<file path="config.mk">
export PLATFORM = sky130hd
export DESIGN_NAME = line_follow_pid_controller
export DESIGN_NICKNAME = d
export VERILOG_FILES = /design/src/rtl/lfpc_pkg.sv /design/src/rtl/line_follow_pid_controller.sv /design/src/rtl/lfpc_regs.sv /design/src/rtl/lfpc_div.sv /design/src/rtl/lfpc_mul.sv
export VERILOG_INCLUDE_DIRS = /design/src /design/src/rtl
export SDC_FILE = /design/constraint.sdc
export NUM_CORES = 2
export LEC_CHECK = 0
export ABC_AREA = 1
export BUFFER_PORTS_ARGS = -buffer_cell sky130_fd_sc_hd__buf_2
export CORE_ASPECT_RATIO = 1.75
export CORE_MARGIN = 2
export CORE_UTILIZATION = 50
export CTS_CLUSTER_DIAMETER = 200
export DETAILED_ROUTE_END_ITERATION = 16
export PLACE_DENSITY = 0.7
export SKIP_CTS_REPAIR_TIMING = 1
export SLEW_MARGIN = 20
export SYNTH_ARGS = -nofsm -noshare
export SYNTH_HDL_FRONTEND = slang
export SYNTH_HIERARCHICAL = 1
export SYNTH_SLANG_ARGS = --single-unit
</file>
<file path="constraint.sdc">
create_clock -name clk -period 16.3 [get_ports clk]
set_input_delay 0 -clock clk [delete_from_list [all_inputs] [get_ports clk]]
set_output_delay 0 -clock clk [all_outputs]
set_load 0.02 [all_outputs]
</file>
<file path="src/rtl/line_follow_pid_controller_defines.svh">
// Assertion macros for the line-follow PID controller.
// Used by the top level; the using scope provides clk and arst_n.
`ifndef LINE_FOLLOW_PID_CONTROLLER_DEFINES_SVH
`define LINE_FOLLOW_PID_CONTROLLER_DEFINES_SVH

`ifndef SYNTH
// same-cycle implication
`define LFPC_ASSERT_IMP(label, ante, cons) \
	label: assert property (@(posedge clk) disable iff (!arst_n) (ante) |-> (cons)) \
		else $error("lfpc assertion failed");
// next-cycle implication
`define LFPC_ASSERT_NEXT(label, ante, cons) \
	label: assert property (@(posedge clk) disable iff (!arst_n) (ante) |=> (cons)) \
		else $error("lfpc assertion failed");
`else
`define LFPC_ASSERT_IMP(label, ante, cons)
`define LFPC_ASSERT_NEXT(label, ante, cons)
`endif

`endif

</file>
<file path="src/rtl/lfpc_pkg.sv">
// Shared types and constants of the line-follow PID controller.
// No dependencies; used by every module of the block.
`timescale 1ns / 1ps

package lfpc_pkg;

	// field and state widths
	localparam int SAMPLE_W   = 12;
	localparam int MAX_WINDOW = 1024;
	localparam int WIN_W      = 11;
	localparam int TOTAL_W    = 22;
	localparam int GAIN_W     = 16;
	localparam int LIMIT_W    = 31;
	localparam int PERIOD_W   = 16;
	localparam int INTEG_W    = 32;
	localparam int CORR_W     = 32;
	localparam int ADDR_W     = 5;
	localparam int DATA_W     = 32;

	// serial units: one quotient bit / one gain bit per cycle
	localparam int DIV_STEPS  = TOTAL_W;
	localparam int DIV_CNT_W  = $clog2(DIV_STEPS);
	localparam int MCAND_W    = 32;
	localparam int MUL_STEPS  = GAIN_W;
	localparam int MUL_CNT_W  = $clog2(MUL_STEPS);
	localparam int PROD_W     = MCAND_W + GAIN_W;

	// register reset values
	localparam logic [SAMPLE_W-1:0] THR_RESET    = 12'd2048;
	localparam logic [WIN_W-1:0]    SPU_RESET    = 11'd10;
	localparam logic [PERIOD_W-1:0] PERIOD_RESET = 16'd66;
	localparam logic [PERIOD_W-1:0] RATE_RESET   = 16'd1000;

	// line error codes
	localparam logic signed [1:0] ERR_ZERO  = 2'sb00;
	localparam logic signed [1:0] ERR_LEFT  = 2'sb01;
	localparam logic signed [1:0] ERR_RIGHT = 2'sb11;

	typedef enum logic [2:0] {
		REG_KP     = 3'd0,
		REG_KI     = 3'd1,
		REG_KD     = 3'd2,
		REG_LIMIT  = 3'd3,
		REG_THR    = 3'd4,
		REG_SPU    = 3'd5,
		REG_PERIOD = 3'd6,
		REG_RATE   = 3'd7
	} cfg_idx_t;

	typedef struct packed {
		logic signed [GAIN_W-1:0] kp;
		logic signed [GAIN_W-1:0] ki;
		logic signed [GAIN_W-1:0] kd;
		logic [LIMIT_W-1:0]       limit;
		logic [SAMPLE_W-1:0]      thr;
		logic [WIN_W-1:0]         spu;
		logic [PERIOD_W-1:0]      period;
		logic [PERIOD_W-1:0]      rate;
	} cfg_t;

	typedef enum logic [2:0] {
		ST_IDLE,
		ST_DIV,
		ST_LINE,
		ST_INTEG,
		ST_MUL_GO,
		ST_MUL,
		ST_SUM,
		ST_OUT
	} state_t;

endpackage

</file>
<file path="src/rtl/line_follow_pid_controller.sv">
// Top level of the line-follow PID controller: window sums, sequencer, PID step.
// Depends on lfpc_pkg, lfpc_regs, lfpc_div, lfpc_mul and the defines header.
//
//  channel  | handshake              | word
//  ---------+------------------------+-----------------------------------------
//  in       | in_valid / in_stall    | op, left_sample, right_sample
//  out      | out_valid / out_stall  | averages, on-tape flags, line_error,
//           |                        | correction
//  cfg      | psel/penable/pwrite    | paddr, pwdata, prdata (pready tied high)
//
// A clear word or a tick inside the window leaves the sequencer idle, ready for the next word.
// A tick that closes the window holds off the next word while it runs the
// bit-serial dividers (one quotient bit each), then the serial multipliers
// (one gain bit each), plus the sequencing steps.
// Reset clears the window, held error, integral and previous error.
// A stalled result holds the sequencer in its last step; in_stall stays high
// from a window end until the result sits in the output register.
`timescale 1ns / 1ps
`include "line_follow_pid_controller_defines.svh"

module line_follow_pid_controller (
	input  logic                                   clk,
	input  logic                                   arst_n,
	input  logic                                   psel,
	input  logic                                   penable,
	input  logic                                   pwrite,
	input  logic [lfpc_pkg::ADDR_W-1:0]            paddr,
	input  logic [lfpc_pkg::DATA_W-1:0]            pwdata,
	output logic [lfpc_pkg::DATA_W-1:0]            prdata,
	output logic                                   pready,
	input  logic                                   in_valid,
	output logic                                   in_stall,
	input  logic                                   op,
	input  logic [lfpc_pkg::SAMPLE_W-1:0]          left_sample,
	input  logic [lfpc_pkg::SAMPLE_W-1:0]          right_sample,
	output logic                                   out_valid,
	input  logic                                   out_stall,
	output logic [lfpc_pkg::SAMPLE_W-1:0]          left_average,
	output logic [lfpc_pkg::SAMPLE_W-1:0]          right_average,
	output logic                                   left_on_tape,
	output logic                                   right_on_tape,
	output logic signed [1:0]                      line_error,
	output logic signed [lfpc_pkg::CORR_W-1:0]     correction
);

	localparam int SUM_W = 36;
	localparam int ACC_W = lfpc_pkg::INTEG_W + 2;
	localparam int DER_W = lfpc_pkg::PERIOD_W + 2;
	localparam logic [lfpc_pkg::WIN_W-1:0] WIN_MAX = lfpc_pkg::WIN_W'(lfpc_pkg::MAX_WINDOW);
	localparam logic signed [SUM_W-1:0] CORR_MAX = SUM_W'({1'b0, {(lfpc_pkg::CORR_W-1){1'b1}}});
	localparam logic signed [SUM_W-1:0] CORR_MIN = -CORR_MAX - SUM_W'(1);

	lfpc_pkg::cfg_t   cfg;
	lfpc_pkg::state_t state_q, state_d;

	// window and controller state
	logic [lfpc_pkg::TOTAL_W-1:0]        total_l_q, total_r_q;
	logic [lfpc_pkg::WIN_W-1:0]          count_q;
	logic signed [1:0]                   held_q, prev_q;
	logic signed [lfpc_pkg::INTEG_W-1:0] integral_q;

	// per-window working registers
	logic [lfpc_pkg::SAMPLE_W-1:0]       lavg_q, ravg_q;
	logic                                lon_q, ron_q;
	logic signed [1:0]                   err_q;
	logic signed [DER_W-1:0]             deriv_q;
	logic signed [SUM_W-1:0]             sum_q;
	logic                                out_valid_q;

	logic [lfpc_pkg::TOTAL_W-1:0]        sum_l, sum_r, quo_l, quo_r;
	logic [lfpc_pkg::WIN_W-1:0]          count_next, n_eff;
	logic                                win_end, accept;
	logic                                div_start, div_done, div_done_l, div_done_r;
	logic                                mul_start, mul_done, mul_done_i, mul_done_d;
	logic                                out_load;
	logic signed [lfpc_pkg::PROD_W-1:0]  prod_i, prod_d;
	logic                                lon, ron;
	logic signed [1:0]                   err;
	logic signed [ACC_W-1:0]             acc, lim_ext, lim_neg, int_ext, step;
	logic signed [2:0]                   err_diff;
	logic signed [DER_W-1:0]             rate_ext, deriv;
	logic signed [lfpc_pkg::GAIN_W:0]    kp_e;
	logic signed [lfpc_pkg::CORR_W-1:0]  corr_sat;

	lfpc_regs u_regs (
		.clk     (clk),
		.arst_n  (arst_n),
		.psel    (psel),
		.penable (penable),
		.pwrite  (pwrite),
		.paddr   (paddr),
		.pwdata  (pwdata),
		.prdata  (prdata),
		.pready  (pready),
		.cfg     (cfg)
	);

	// window length: zero acts as one, capped at the maximum window
	always_comb begin
		if (cfg.spu == '0) begin
			n_eff = lfpc_pkg::WIN_W'(1);
		end else if (cfg.spu > WIN_MAX) begin
			n_eff = WIN_MAX;
		end else begin
			n_eff = cfg.spu;
		end
	end

	assign sum_l      = total_l_q + lfpc_pkg::TOTAL_W'(left_sample);
	assign sum_r      = total_r_q + lfpc_pkg::TOTAL_W'(right_sample);
	assign count_next = count_q + 1'b1;
	assign win_end    = count_next >= n_eff;
	assign accept     = in_valid && !in_stall;

	lfpc_div u_div_l (
		.clk      (clk),
		.arst_n   (arst_n),
		.start    (div_start),
		.dividend (sum_l),
		.divisor  (n_eff),
		.done     (div_done_l),
		.quotient (quo_l)
	);

	lfpc_div u_div_r (
		.clk      (clk),
		.arst_n   (arst_n),
		.start    (div_start),
		.dividend (sum_r),
		.divisor  (n_eff),
		.done     (div_done_r),
		.quotient (quo_r)
	);

	assign div_done = div_done_l && div_done_r;

	// integral term and derivative term run side by side
	lfpc_mul u_mul_i (
		.clk     (clk),
		.arst_n  (arst_n),
		.start   (mul_start),
		.mcand   (integral_q),
		.mplier  (cfg.ki),
		.done    (mul_done_i),
		.product (prod_i)
	);

	lfpc_mul u_mul_d (
		.clk     (clk),
		.arst_n  (arst_n),
		.start   (mul_start),
		.mcand   (lfpc_pkg::MCAND_W'(deriv_q)),
		.mplier  (cfg.kd),
		.done    (mul_done_d),
		.product (prod_d)
	);

	assign mul_done = mul_done_i && mul_done_d;

	// tape flags and line error from the full quotients
	assign lon = quo_l > lfpc_pkg::TOTAL_W'(cfg.thr);
	assign ron = quo_r > lfpc_pkg::TOTAL_W'(cfg.thr);
	always_comb begin
		priority if (lon && ron) begin
			err = lfpc_pkg::ERR_ZERO;
		end else if (lon) begin
			err = lfpc_pkg::ERR_LEFT;
		end else if (ron) begin
			err = lfpc_pkg::ERR_RIGHT;
		end else begin
			err = held_q;
		end
	end

	// integral update with clamp
	assign int_ext = ACC_W'(integral_q);
	assign lim_ext = ACC_W'(cfg.limit);
	assign lim_neg = -lim_ext;
	always_comb begin
		unique case (err_q)
			lfpc_pkg::ERR_LEFT:  step = ACC_W'(cfg.period);
			lfpc_pkg::ERR_RIGHT: step = -ACC_W'(cfg.period);
			default:             step = '0;
		endcase
	end
	assign acc = int_ext + step;

	// derivative: change in error times rate, zero when the period is zero
	assign err_diff = 3'(err_q) - 3'(prev_q);
	assign rate_ext = DER_W'(cfg.rate);
	always_comb begin
		unique case (err_diff)
			3'sd1:   deriv = rate_ext;
			3'sd2:   deriv = rate_ext <<< 1;
			-3'sd1:  deriv = -rate_ext;
			-3'sd2:  deriv = -(rate_ext <<< 1);
			default: deriv = '0;
		endcase
	end

	// proportional term
	always_comb begin
		unique case (err_q)
			lfpc_pkg::ERR_LEFT:  kp_e = (lfpc_pkg::GAIN_W+1)'(cfg.kp);
			lfpc_pkg::ERR_RIGHT: kp_e = -(lfpc_pkg::GAIN_W+1)'(cfg.kp);
			default:             kp_e = '0;
		endcase
	end

	// saturate to 32 bits
	always_comb begin
		if (sum_q > CORR_MAX) begin
			corr_sat = CORR_MAX[lfpc_pkg::CORR_W-1:0];
		end else if (sum_q < CORR_MIN) begin
			corr_sat = CORR_MIN[lfpc_pkg::CORR_W-1:0];
		end else begin
			corr_sat = sum_q[lfpc_pkg::CORR_W-1:0];
		end
	end

	// sequencer state
	always_ff @(posedge clk or negedge arst_n) begin
		if (!arst_n) begin
			state_q <= lfpc_pkg::ST_IDLE;
		end else begin
			state_q <= state_d;
		end
	end

	always_comb begin
		state_d   = state_q;
		in_stall  = 1'b1;
		div_start = 1'b0;
		mul_start = 1'b0;
		out_load  = 1'b0;
		unique case (state_q)
			lfpc_pkg::ST_IDLE: begin
				in_stall = 1'b0;
				if (in_valid && !op && win_end) begin
					div_start = 1'b1;
					state_d   = lfpc_pkg::ST_DIV;
				end
			end
			lfpc_pkg::ST_DIV: begin
				if (div_done) begin
					state_d = lfpc_pkg::ST_LINE;
				end
			end
			lfpc_pkg::ST_LINE:  state_d = lfpc_pkg::ST_INTEG;
			lfpc_pkg::ST_INTEG: state_d = lfpc_pkg::ST_MUL_GO;
			lfpc_pkg::ST_MUL_GO: begin
				mul_start = 1'b1;
				state_d   = lfpc_pkg::ST_MUL;
			end
			lfpc_pkg::ST_MUL: begin
				if (mul_done) begin
					state_d = lfpc_pkg::ST_SUM;
				end
			end
			lfpc_pkg::ST_SUM:   state_d = lfpc_pkg::ST_OUT;
			lfpc_pkg::ST_OUT: begin
				if (!out_valid_q || !out_stall) begin
					out_load = 1'b1;
					state_d  = lfpc_pkg::ST_IDLE;
				end
			end
		endcase
	end

	// window sums and controller state
	always_ff @(posedge clk or negedge arst_n) begin
		if (!arst_n) begin
			total_l_q  <= '0;
			total_r_q  <= '0;
			count_q    <= '0;
			held_q     <= lfpc_pkg::ERR_ZERO;
			prev_q     <= lfpc_pkg::ERR_ZERO;
			integral_q <= '0;
		end else begin
			if (accept && op) begin
				integral_q <= '0;
				prev_q     <= lfpc_pkg::ERR_ZERO;
			end else if (accept && win_end) begin
				total_l_q <= '0;
				total_r_q <= '0;
				count_q   <= '0;
			end else if (accept) begin
				total_l_q <= sum_l;
				total_r_q <= sum_r;
				count_q   <= count_next;
			end
			if ((state_q == lfpc_pkg::ST_LINE) && (lon || ron)) begin
				held_q <= err;
			end
			if (state_q == lfpc_pkg::ST_INTEG) begin
				if (acc > lim_ext) begin
					integral_q <= lim_ext[lfpc_pkg::INTEG_W-1:0];
				end else if (acc < lim_neg) begin
					integral_q <= lim_neg[lfpc_pkg::INTEG_W-1:0];
				end else begin
					integral_q <= acc[lfpc_pkg::INTEG_W-1:0];
				end
				prev_q <= err_q;
			end
		end
	end

	// per-window working registers
	always_ff @(posedge clk) begin
		if (state_q == lfpc_pkg::ST_LINE) begin
			lavg_q <= quo_l[lfpc_pkg::SAMPLE_W-1:0];
			ravg_q <= quo_r[lfpc_pkg::SAMPLE_W-1:0];
			lon_q  <= lon;
			ron_q  <= ron;
			err_q  <= err;
		end
		if (state_q == lfpc_pkg::ST_INTEG) begin
			deriv_q <= (cfg.period == '0) ? '0 : deriv;
		end
		if (state_q == lfpc_pkg::ST_SUM) begin
			sum_q <= SUM_W'(kp_e) + SUM_W'(signed'(prod_i[lfpc_pkg::PROD_W-1:16]))
				+ prod_d[SUM_W-1:0];
		end
	end

	// output register
	always_ff @(posedge clk or negedge arst_n) begin
		if (!arst_n) begin
			out_valid_q <= 1'b0;
		end else if (out_load) begin
			out_valid_q <= 1'b1;
		end else if (!out_stall) begin
			out_valid_q <= 1'b0;
		end
	end

	always_ff @(posedge clk) begin
		if (out_load) begin
			left_average  <= lavg_q;
			right_average <= ravg_q;
			left_on_tape  <= lon_q;
			right_on_tape <= ron_q;
			line_error    <= err_q;
			correction    <= corr_sat;
		end
	end

	assign out_valid = out_valid_q;

	// checks
	`LFPC_ASSERT_NEXT(a_out_only_from_result, (!out_valid_q && (state_q != lfpc_pkg::ST_OUT)), !out_valid_q)
	`LFPC_ASSERT_IMP(a_div_done_in_div, (div_done_l || div_done_r), (state_q == lfpc_pkg::ST_DIV) && div_done)
	`LFPC_ASSERT_IMP(a_integral_in_limit, (state_q == lfpc_pkg::ST_MUL_GO), (int_ext <= lim_ext) && (int_ext >= lim_neg))
	`LFPC_ASSERT_NEXT(a_clear_zeroes, (accept && op), (integral_q == '0) && (prev_q == lfpc_pkg::ERR_ZERO))

endmodule

</file>
<file path="src/rtl/lfpc_regs.sv">
// APB-style configuration registers of the line-follow PID controller.
// Depends on lfpc_pkg for the register map and the cfg_t struct.
`timescale 1ns / 1ps

module lfpc_regs (
	input  logic                          clk,
	input  logic                          arst_n,
	input  logic                          psel,
	input  logic                          penable,
	input  logic                          pwrite,
	input  logic [lfpc_pkg::ADDR_W-1:0]   paddr,
	input  logic [lfpc_pkg::DATA_W-1:0]   pwdata,
	output logic [lfpc_pkg::DATA_W-1:0]   prdata,
	output logic                          pready,
	output lfpc_pkg::cfg_t                cfg
);

	lfpc_pkg::cfg_idx_t idx;
	logic               wr_en;

	assign idx    = lfpc_pkg::cfg_idx_t'(paddr[lfpc_pkg::ADDR_W-1:2]);
	assign wr_en  = psel && penable && pwrite;
	assign pready = 1'b1;

	// register writes
	always_ff @(posedge clk or negedge arst_n) begin
		if (!arst_n) begin
			cfg.kp     <= '0;
			cfg.ki     <= '0;
			cfg.kd     <= '0;
			cfg.limit  <= '0;
			cfg.thr    <= lfpc_pkg::THR_RESET;
			cfg.spu    <= lfpc_pkg::SPU_RESET;
			cfg.period <= lfpc_pkg::PERIOD_RESET;
			cfg.rate   <= lfpc_pkg::RATE_RESET;
		end else if (wr_en) begin
			unique case (idx)
				lfpc_pkg::REG_KP:     cfg.kp     <= pwdata[lfpc_pkg::GAIN_W-1:0];
				lfpc_pkg::REG_KI:     cfg.ki     <= pwdata[lfpc_pkg::GAIN_W-1:0];
				lfpc_pkg::REG_KD:     cfg.kd     <= pwdata[lfpc_pkg::GAIN_W-1:0];
				lfpc_pkg::REG_LIMIT:  cfg.limit  <= pwdata[lfpc_pkg::LIMIT_W-1:0];
				lfpc_pkg::REG_THR:    cfg.thr    <= pwdata[lfpc_pkg::SAMPLE_W-1:0];
				lfpc_pkg::REG_SPU:    cfg.spu    <= pwdata[lfpc_pkg::WIN_W-1:0];
				lfpc_pkg::REG_PERIOD: cfg.period <= pwdata[lfpc_pkg::PERIOD_W-1:0];
				lfpc_pkg::REG_RATE:   cfg.rate   <= pwdata[lfpc_pkg::PERIOD_W-1:0];
			endcase
		end
	end

	// read back, zero extended
	always_comb begin
		unique case (idx)
			lfpc_pkg::REG_KP:     prdata = 32'(unsigned'(cfg.kp));
			lfpc_pkg::REG_KI:     prdata = 32'(unsigned'(cfg.ki));
			lfpc_pkg::REG_KD:     prdata = 32'(unsigned'(cfg.kd));
			lfpc_pkg::REG_LIMIT:  prdata = 32'(cfg.limit);
			lfpc_pkg::REG_THR:    prdata = 32'(cfg.thr);
			lfpc_pkg::REG_SPU:    prdata = 32'(cfg.spu);
			lfpc_pkg::REG_PERIOD: prdata = 32'(cfg.period);
			lfpc_pkg::REG_RATE:   prdata = 32'(cfg.rate);
		endcase
	end

endmodule

</file>
<file path="src/rtl/lfpc_div.sv">
// Bit-serial restoring divider: window total over window length.
// One quotient bit per cycle; depends on lfpc_pkg for widths.
`timescale 1ns / 1ps

module lfpc_div (
	input  logic                           clk,
	input  logic                           arst_n,
	input  logic                           start,
	input  logic [lfpc_pkg::TOTAL_W-1:0]   dividend,
	input  logic [lfpc_pkg::WIN_W-1:0]     divisor,
	output logic                           done,
	output logic [lfpc_pkg::TOTAL_W-1:0]   quotient
);

	localparam logic [lfpc_pkg::DIV_CNT_W-1:0] LAST =
		lfpc_pkg::DIV_CNT_W'(lfpc_pkg::DIV_STEPS - 1);

	logic                           run_q;
	logic [lfpc_pkg::DIV_CNT_W-1:0] cnt_q;
	logic [lfpc_pkg::WIN_W-1:0]     rem_q;
	logic [lfpc_pkg::WIN_W-1:0]     dsr_q;
	logic [lfpc_pkg::TOTAL_W-1:0]   dvd_q;
	logic [lfpc_pkg::WIN_W:0]       trial;
	logic [lfpc_pkg::WIN_W:0]       diff;
	logic                           ge;

	// one restoring step: shift in next dividend bit, try subtract
	assign trial = {rem_q, dvd_q[lfpc_pkg::TOTAL_W-1]};
	assign ge    = trial >= {1'b0, dsr_q};
	assign diff  = trial - {1'b0, dsr_q};

	assign done     = run_q && (cnt_q == LAST);
	assign quotient = dvd_q;

	always_ff @(posedge clk or negedge arst_n) begin
		if (!arst_n) begin
			run_q <= 1'b0;
			cnt_q <= '0;
		end else if (start) begin
			run_q <= 1'b1;
			cnt_q <= '0;
		end else if (run_q) begin
			cnt_q <= cnt_q + 1'b1;
			if (cnt_q == LAST) begin
				run_q <= 1'b0;
			end
		end
	end

	// dividend shifts out the top while quotient bits enter the bottom
	always_ff @(posedge clk) begin
		if (start) begin
			rem_q <= '0;
			dsr_q <= divisor;
			dvd_q <= dividend;
		end else if (run_q) begin
			rem_q <= ge ? diff[lfpc_pkg::WIN_W-1:0] : trial[lfpc_pkg::WIN_W-1:0];
			dvd_q <= {dvd_q[lfpc_pkg::TOTAL_W-2:0], ge};
		end
	end

endmodule

</file>
<file path="src/rtl/lfpc_mul.sv">
// Bit-serial signed multiplier: wide operand times a 16-bit gain.
// One gain bit per cycle, shift-right accumulate; depends on lfpc_pkg.
`timescale 1ns / 1ps

module lfpc_mul (
	input  logic                                  clk,
	input  logic                                  arst_n,
	input  logic                                  start,
	input  logic signed [lfpc_pkg::MCAND_W-1:0]   mcand,
	input  logic signed [lfpc_pkg::GAIN_W-1:0]    mplier,
	output logic                                  done,
	output logic signed [lfpc_pkg::PROD_W-1:0]    product
);

	localparam logic [lfpc_pkg::MUL_CNT_W-1:0] LAST =
		lfpc_pkg::MUL_CNT_W'(lfpc_pkg::MUL_STEPS - 1);

	logic                                 run_q;
	logic [lfpc_pkg::MUL_CNT_W-1:0]       cnt_q;
	logic signed [lfpc_pkg::MCAND_W-1:0]  mc_q;
	logic signed [lfpc_pkg::MCAND_W:0]    hi_q;
	logic [lfpc_pkg::GAIN_W-1:0]          lo_q;
	logic signed [lfpc_pkg::MCAND_W+1:0]  mc_ext;
	logic signed [lfpc_pkg::MCAND_W+1:0]  addend;
	logic signed [lfpc_pkg::MCAND_W+1:0]  sum;

	// gain sign bit has negative weight
	assign mc_ext = (lfpc_pkg::MCAND_W+2)'(mc_q);
	always_comb begin
		if (!lo_q[0]) begin
			addend = '0;
		end else if (cnt_q == LAST) begin
			addend = -mc_ext;
		end else begin
			addend = mc_ext;
		end
	end
	assign sum = (lfpc_pkg::MCAND_W+2)'(hi_q) + addend;

	assign done    = run_q && (cnt_q == LAST);
	assign product = {hi_q[lfpc_pkg::MCAND_W-1:0], lo_q};

	always_ff @(posedge clk or negedge arst_n) begin
		if (!arst_n) begin
			run_q <= 1'b0;
			cnt_q <= '0;
		end else if (start) begin
			run_q <= 1'b1;
			cnt_q <= '0;
		end else if (run_q) begin
			cnt_q <= cnt_q + 1'b1;
			if (cnt_q == LAST) begin
				run_q <= 1'b0;
			end
		end
	end

	// partial product shifts right, low bits drop into the gain register
	always_ff @(posedge clk) begin
		if (start) begin
			mc_q <= mcand;
			hi_q <= '0;
			lo_q <= mplier;
		end else if (run_q) begin
			hi_q <= sum[lfpc_pkg::MCAND_W+1:1];
			lo_q <= {sum[0], lo_q[lfpc_pkg::GAIN_W-1:1]};
		end
	end

endmodule
</file>
# Word-level counts from Yosys, hierarchy flattened

Cells that the tools add are included.
Widths: inputs -> output; s select.

Memories: 0
Latch bits: 0
Register bits: 618
Bits of input ports: 69
Memory bits (writable): 0
Word-level logic and storage cells: 219
Output and inout port bits: 95
ROM bits: 0

Divide/modulo/power cells: 0
Bitwise gates (word level): 1
Multipliers: 0
Mux-type cells: 69
Order comparisons: 10
Shift-type cells: 0
Add/sub/neg operators: 22
Equal/unequal tests: 29
Reduce and logical (&&, ||, !) cells: 40

Operators with widths:

| cell                 | count |
|---|---|
| $pmux 32 s8          | 1 |
| $mux 22              | 8 |
| $mux 32              | 5 |
| $mux 34              | 4 |
| $pmux 18 s4          | 1 |
| $add 33x34->34       | 2 |
| $pmux 34 s2          | 1 |
| $mux 11              | 6 |
| $mux 16              | 4 |
| $add 22x12->22       | 2 |
| $gt 22x12->1         | 2 |
| $add 36x36->36       | 1 |
| $gt 36x32->1 const B | 1 |
| $lt 36x32->1 const B | 1 |
| $add 32x34->34       | 1 |
| $gt 34x32->1         | 1 |
| $lt 34x34->1         | 1 |
| $neg 16->34          | 1 |
| $neg 18->34          | 1 |
| $neg 31->34          | 1 |
| $neg 32->34          | 1 |
| $pmux 17 s2          | 1 |
| $add 17x32->33       | 1 |
| $eq 3x3->1 const B   | 10 |
| other kinds (35)     | 113 |

# Longest topological paths before layout

Depth after elaboration: 8
Mapped depth: 45
Mapped depth without buffers: 44

# Cells and area by module

The synthesis kept the hierarchy.

By module, submodules not included:

| module                     | seq. area each (um^2) | times used | area an instance (um^2) | cells each |
|---|---|---|---|---|
| line_follow_pid_controller | 6641.4                | 1          | 21145.3                 | 2743 |
| lfpc_mul (u_mul_d)         | 2227.1                | 1          | 6248.5                  | 865 |
| lfpc_mul (u_mul_i)         | 2227.1                | 1          | 6247.2                  | 859 |
| lfpc_regs                  | 3367.0                | 1          | 6217.2                  | 770 |
| lfpc_div                   | 1361.3                | 2          | 2872.8                  | 352 |

# Least setup slack after synthesis

OpenSTA, ideal clock, no wires.

Kind: reg2reg
From: reg state_q[2]
To: reg u_mul_d/lo_q[0] (netlist name) (enable)
Library setup time: 370 ps
Arrival: 6162 ps
Path slack: 9768 ps
Path buffers: 1
Cell stages (with the launch flop): 6
Required time: 15930 ps
Period minus slack after synthesis: 6532 ps
Path through: dfrtp_1 -> inv_1 -> nor3_1 -> buf_2 -> nor2_1 -> inv_1

Cells in the longest elaborated chain, start to end: 3

RTL lines:

| item                               | line                              | RTL |
|---|---|---|
| from (decl)                        | line_follow_pid_controller.sv:54  | `lfpc_pkg::state_t state_q, state_d;` |
| from (signal assigned)             | line_follow_pid_controller.sv:224 | `state_q <= lfpc_pkg::ST_IDLE;` |
| from (signal assigned)             | line_follow_pid_controller.sv:226 | `state_q <= state_d;` |
| $eq 3x3->1                         | line_follow_pid_controller.sv:236 | `unique case (state_q)` |
| $mux 1                             | line_follow_pid_controller.sv:236 |  |
| via mul_start                      | line_follow_pid_controller.sv:74  | `logic mul_start, mul_done, mul_done_i, mul_done_d;` |
| $reduce_bool 2->1 (no source line) | n/a                               |  |
| to (signal assigned)               | lfpc_mul.sv:63                    | `lo_q <= mplier;` |
| to (signal assigned)               | lfpc_mul.sv:66                    | `lo_q <= {sum[0], lo_q[lfpc_pkg::GAIN_W-1:1]};` |
| to (decl)                          | lfpc_mul.sv:22                    | `logic [lfpc_pkg::GAIN_W-1:0] lo_q;` |

The timed path passes the listed nets, and every way through them passes these cells.
A chain may end at the register's enable or synchronous reset.

# Worst setup path after layout

From: reg err_q[0]
To: reg sum_q[32] (data pin)

Cells in the longest elaborated chain, start to end: 4
Elaborated cells on any way between the ends: 5
Classes of those cells: 2 x add/sub; 2 x eq/ne; 1 x mux

RTL lines:

| item                                            | line                              | RTL |
|---|---|---|
| from (decl)                                     | line_follow_pid_controller.sv:65  | `logic signed [1:0] err_q;` |
| from (signal assigned)                          | line_follow_pid_controller.sv:315 | `err_q <= err;` |
| $eq 2x2->1 / $eq 2x1->1 (equally long branches) | line_follow_pid_controller.sv:203 | `unique case (err_q)` |
| $pmux 17 s2 (*)                                 | line_follow_pid_controller.sv:203 |  |
| $add 17x32->33 (*)                              | line_follow_pid_controller.sv:321 | `sum_q <= SUM_W'(kp_e) + SUM_W'(signed'(prod_i[lfpc_pkg::PROD_W-1:16]))` |
| $add 36x36->36 (*)                              | line_follow_pid_controller.sv:322 | `+ prod_d[SUM_W-1:0];` |
| to (signal assigned)                            | line_follow_pid_controller.sv:321 |  |
| to (decl)                                       | line_follow_pid_controller.sv:67  | `logic signed [SUM_W-1:0] sum_q;` |

Every way passes the cells marked *; elsewhere a longest branch is shown, timed or not.

==> impl_summary.log <==
[metrics] initial core utilization: 50.3%
[metrics] highest clock rate: 140 MHz
[metrics] pre-CTS setup slack: 9.34 ns
[metrics] net switching share of the total power: 47.0%
[metrics] Core Rows: 146
[metrics] post-DP HPWL: 110,000 microns
[metrics] vias in the first global route: 39.4k
[metrics] routability-driven placement congestion ratio: 0.940
[metrics] PnR worst setup slack: 9.18 ns
[metrics] CORE AREA: 90,400 sq um
[metrics] category of the worst setup path launch point: register
[metrics] share of power burned in the clock network: 17.9%
[metrics] reg-to-reg slack, setup: 9.18 ns
[metrics] capturing point of the worst reg2reg path: sum_q[32]
[metrics] Total Power Consumption: 8.57 mW
[metrics] number of nets with antenna violations after detailed routing: 0
[metrics] net count after synthesis: 6,332
[metrics] worst hold path cell count: 5
[metrics] unrepaired setup endpoints after global routing: false
[metrics] arrival time of data at the critical path endpoint: 7.55 ns
[metrics] Post-Syn Area: 45,500 sq um
[metrics] post-placement cell count: 7,087
[metrics] maximum VDD drop: 122 uV
[metrics] Iter 0 DRT Violations: 2,364
[metrics] Final setup viols: 0
[metrics] max_slew headroom: 28.6%
[metrics] # H-tree levels: 2
[metrics] minimum clock period after layout: 7.12 ns
[metrics] final number of hold-violating endpoints: 1
[metrics] die height: 403 microns
[metrics] number of detailed-routing iterations run before antenna repair: 6
[metrics] final clock skew: 0.0549 ns
[metrics] switching power of the nets: 4.03 mW
[metrics] Sequential cell area: 17,200 sq um
[metrics] Max Cap Viol: 0
[metrics] horizontal die dimension: 232 microns
[metrics] fin nets: 6,425
[metrics] final slew viol count: 0
[metrics] I/O pins: 164
[metrics] violations in the final reports: negative hold slack
[metrics] routed length per instance: 19.2 microns
[metrics] DRC: 0
[metrics] Post-Layout Cell Count: 7,262
[metrics] largest net degree at the start of global routing: 74
[metrics] via count of the routed design: 40.5k
[metrics] classification of the worst-slack hold path: in2reg
[metrics] area occupied by multi-input gates: 24,300 sq um
[metrics] average cell area after synthesis: 7.68 sq um
[metrics] number of warning messages in the yosys log: 6
[metrics] CTS tree: done
[metrics] run status: finished, violations left
[metrics] Post-Route WL: 140,000 microns
[metrics] number of inserted filler cells in the final layout: 8,616
[metrics] Leak: 23.5 nW
[metrics] Worst Reg-to-Reg Cells: 25
[metrics] power density over cell area: 173 nW/um^2
[metrics] delay contributed by the slowest stage of the critical path: 0.76 ns
[metrics] number of buffers created by CTS: 61
[metrics] worst hold path startpoint: left_sample[5]
[metrics] cell count after synthesis: 5,929
[metrics] Total Die Area: 93,600 sq um
[metrics] worst reg2reg startpoint: err_q[0]
[metrics] fraction of final layout cells sized beyond drive strength 1: 9.58%
[metrics] highest net fanout along the worst path: 20
[metrics] clock latency at the later pin of the worst-skew pair: 0.70 ns
[metrics] classification of the worst setup path: reg2reg
[metrics] global route overflow: 0
[metrics] first-pass GRT wire length: 214,000 microns
[metrics] cell at the root of the clock tree: clkbuf_16
[metrics] capture endpoint of the worst hold path: total_l_q[5]
[metrics] library cell contributing the largest single delay on the critical path: edfxtp_1
[metrics] mean number of vias per cell: 5.57
[metrics] Critical Path RT: 16.73 ns
[metrics] sequential power share: 27.5%
[metrics] Setup TNS: 0 ns
[metrics] worst-margin pin slew: 1.07 ns
[metrics] area growth from synthesis to layout: 8.98%
[metrics] Int Pwr: 4.54 mW
[metrics] Setup crit end kind: register
[metrics] final cell utilization of the core: 54.9%
[metrics] overall global routing resource usage: 29.5%
[metrics] clk buf depth: 3
[metrics] share of the clock period used by the worst path: 43.7%
[metrics] clock-pin slew on the worst setup and hold paths: 0.07 ns
[metrics] combinational power share: 54.6%
[metrics] worst hold slack after final layout: -0.0180 ns
[metrics] initial antenna violation count: 3
[metrics] Buffers on Ports: 158
[metrics] number of sinks driven by the clock tree: 643
## worst max path at each step
stage / startpoint / endpoint / slack, ns / cells past startpoint
after CTS: err_q[0] / sum_q[32] / 9.35 / 25
after floorplan: state_q[2] / u_mul_d/lo_q[0] / 9.77 / 5
final: err_q[0] / sum_q[32] / 9.18 / 25
after detailed placement: err_q[0] / sum_q[32] / 9.34 / 25
after global routing: err_q[0] / sum_q[32] / 8.64 / 25
after global placement: err_q[0] / sum_q[32] / 9.39 / 25
## worst max-delay path, delay by kind of cell (launching register included)
kind,cells,cell delay (ns)
compound gates,13,3.14
simple gates,6,0.97
xor+xnor,2,0.78
flops,1,0.76
fa+ha+maj,2,0.76
buf+inv,2,0.46
## flip-flops by register name, summed over array words and instances, names as in the netlist, 12 cells and up
| signal | cells |
|---|---|
| right_average | 12 |
| deriv_q | 18 |
| u_mul_i/hi_q | 33 |
| u_mul_i/lo_q | 16 |
| sum_q | 36 |
| u_mul_i/mc_q | 32 |
| left_average | 12 |
| u_regs/cfg | 134 |
| correction | 32 |
| ravg_q | 12 |
| lavg_q | 12 |
| total_r_q | 22 |
| u_mul_d/mc_q | 32 |
| u_mul_d/lo_q | 16 |
| total_l_q | 22 |
| integral_q | 32 |
| u_mul_d/hi_q | 33 |
| u_div_r/quotient | 22 |
| u_div_l/quotient | 22 |
## cell usage in the layout (no fill, tap or decap), types with 25 or more instances in the layout
master / instances
edfxtp_1: 304
buf_2: 157
nand2_2: 61
nor2_1: 464
nand2_1: 1387
nand3_2: 62
xor2_1: 135
dfrtp_1: 240
nand4_1: 160
o22ai_1: 40
nor2_2: 39
dfxtp_1: 88
a21oi_1: 435
nand3_1: 291
o21a_1: 25
o21ai_1: 79
inv_1: 728
dlygate4sd3_1: 55
buf_4: 38
ha_1: 324
nor3_1: 99
o21ai_0: 375
xnor2_1: 48
clkbuf_16: 61
## per-stage QoR
| stage | hold WS [ns] | cell area, sq um |
|---|---|---|
| after global routing | 0.0253 | 49600 |
| after CTS | -0.697 | 49000 |
| after global placement | 0.0226 | 46900 |
| after floorplan | -0.296 | 45500 |
| after detailed placement | 0.0242 | 46900 |
| final | -0.0180 | 49600 |
## power groups by stage
stage               logic, mW  clock network (mW)  registers [mW]
global placement         4.57                   0            2.38
global route             5.24                1.62            2.38
CTS                      4.65                1.56            2.35
finish                   4.68                1.53            2.35
floorplan                3.46                   0            2.25
detailed placement       4.62                   0            2.38
## layer usage
layer | GRT usage [%] | wire length, microns
met5 | 0 | 37
met3 | 4.04 | 6760
met1 | 30.0 | 48900
met4 | 22.9 | 12900
met2 | 54.0 | 71200
## final cells by class
class | instances | area share (%)
multi-input combinational | 4303 | 48.9
sequential | 643 | 34.6
inverter | 761 | 5.77
timing repair buffer | 252 | 3.36
clock buffer | 68 | 3.13
tap | 1184 | 2.99
clock inverter | 48 | 1.17
antenna | 3 | 0.0151
(Power assumes the default switching activity.)
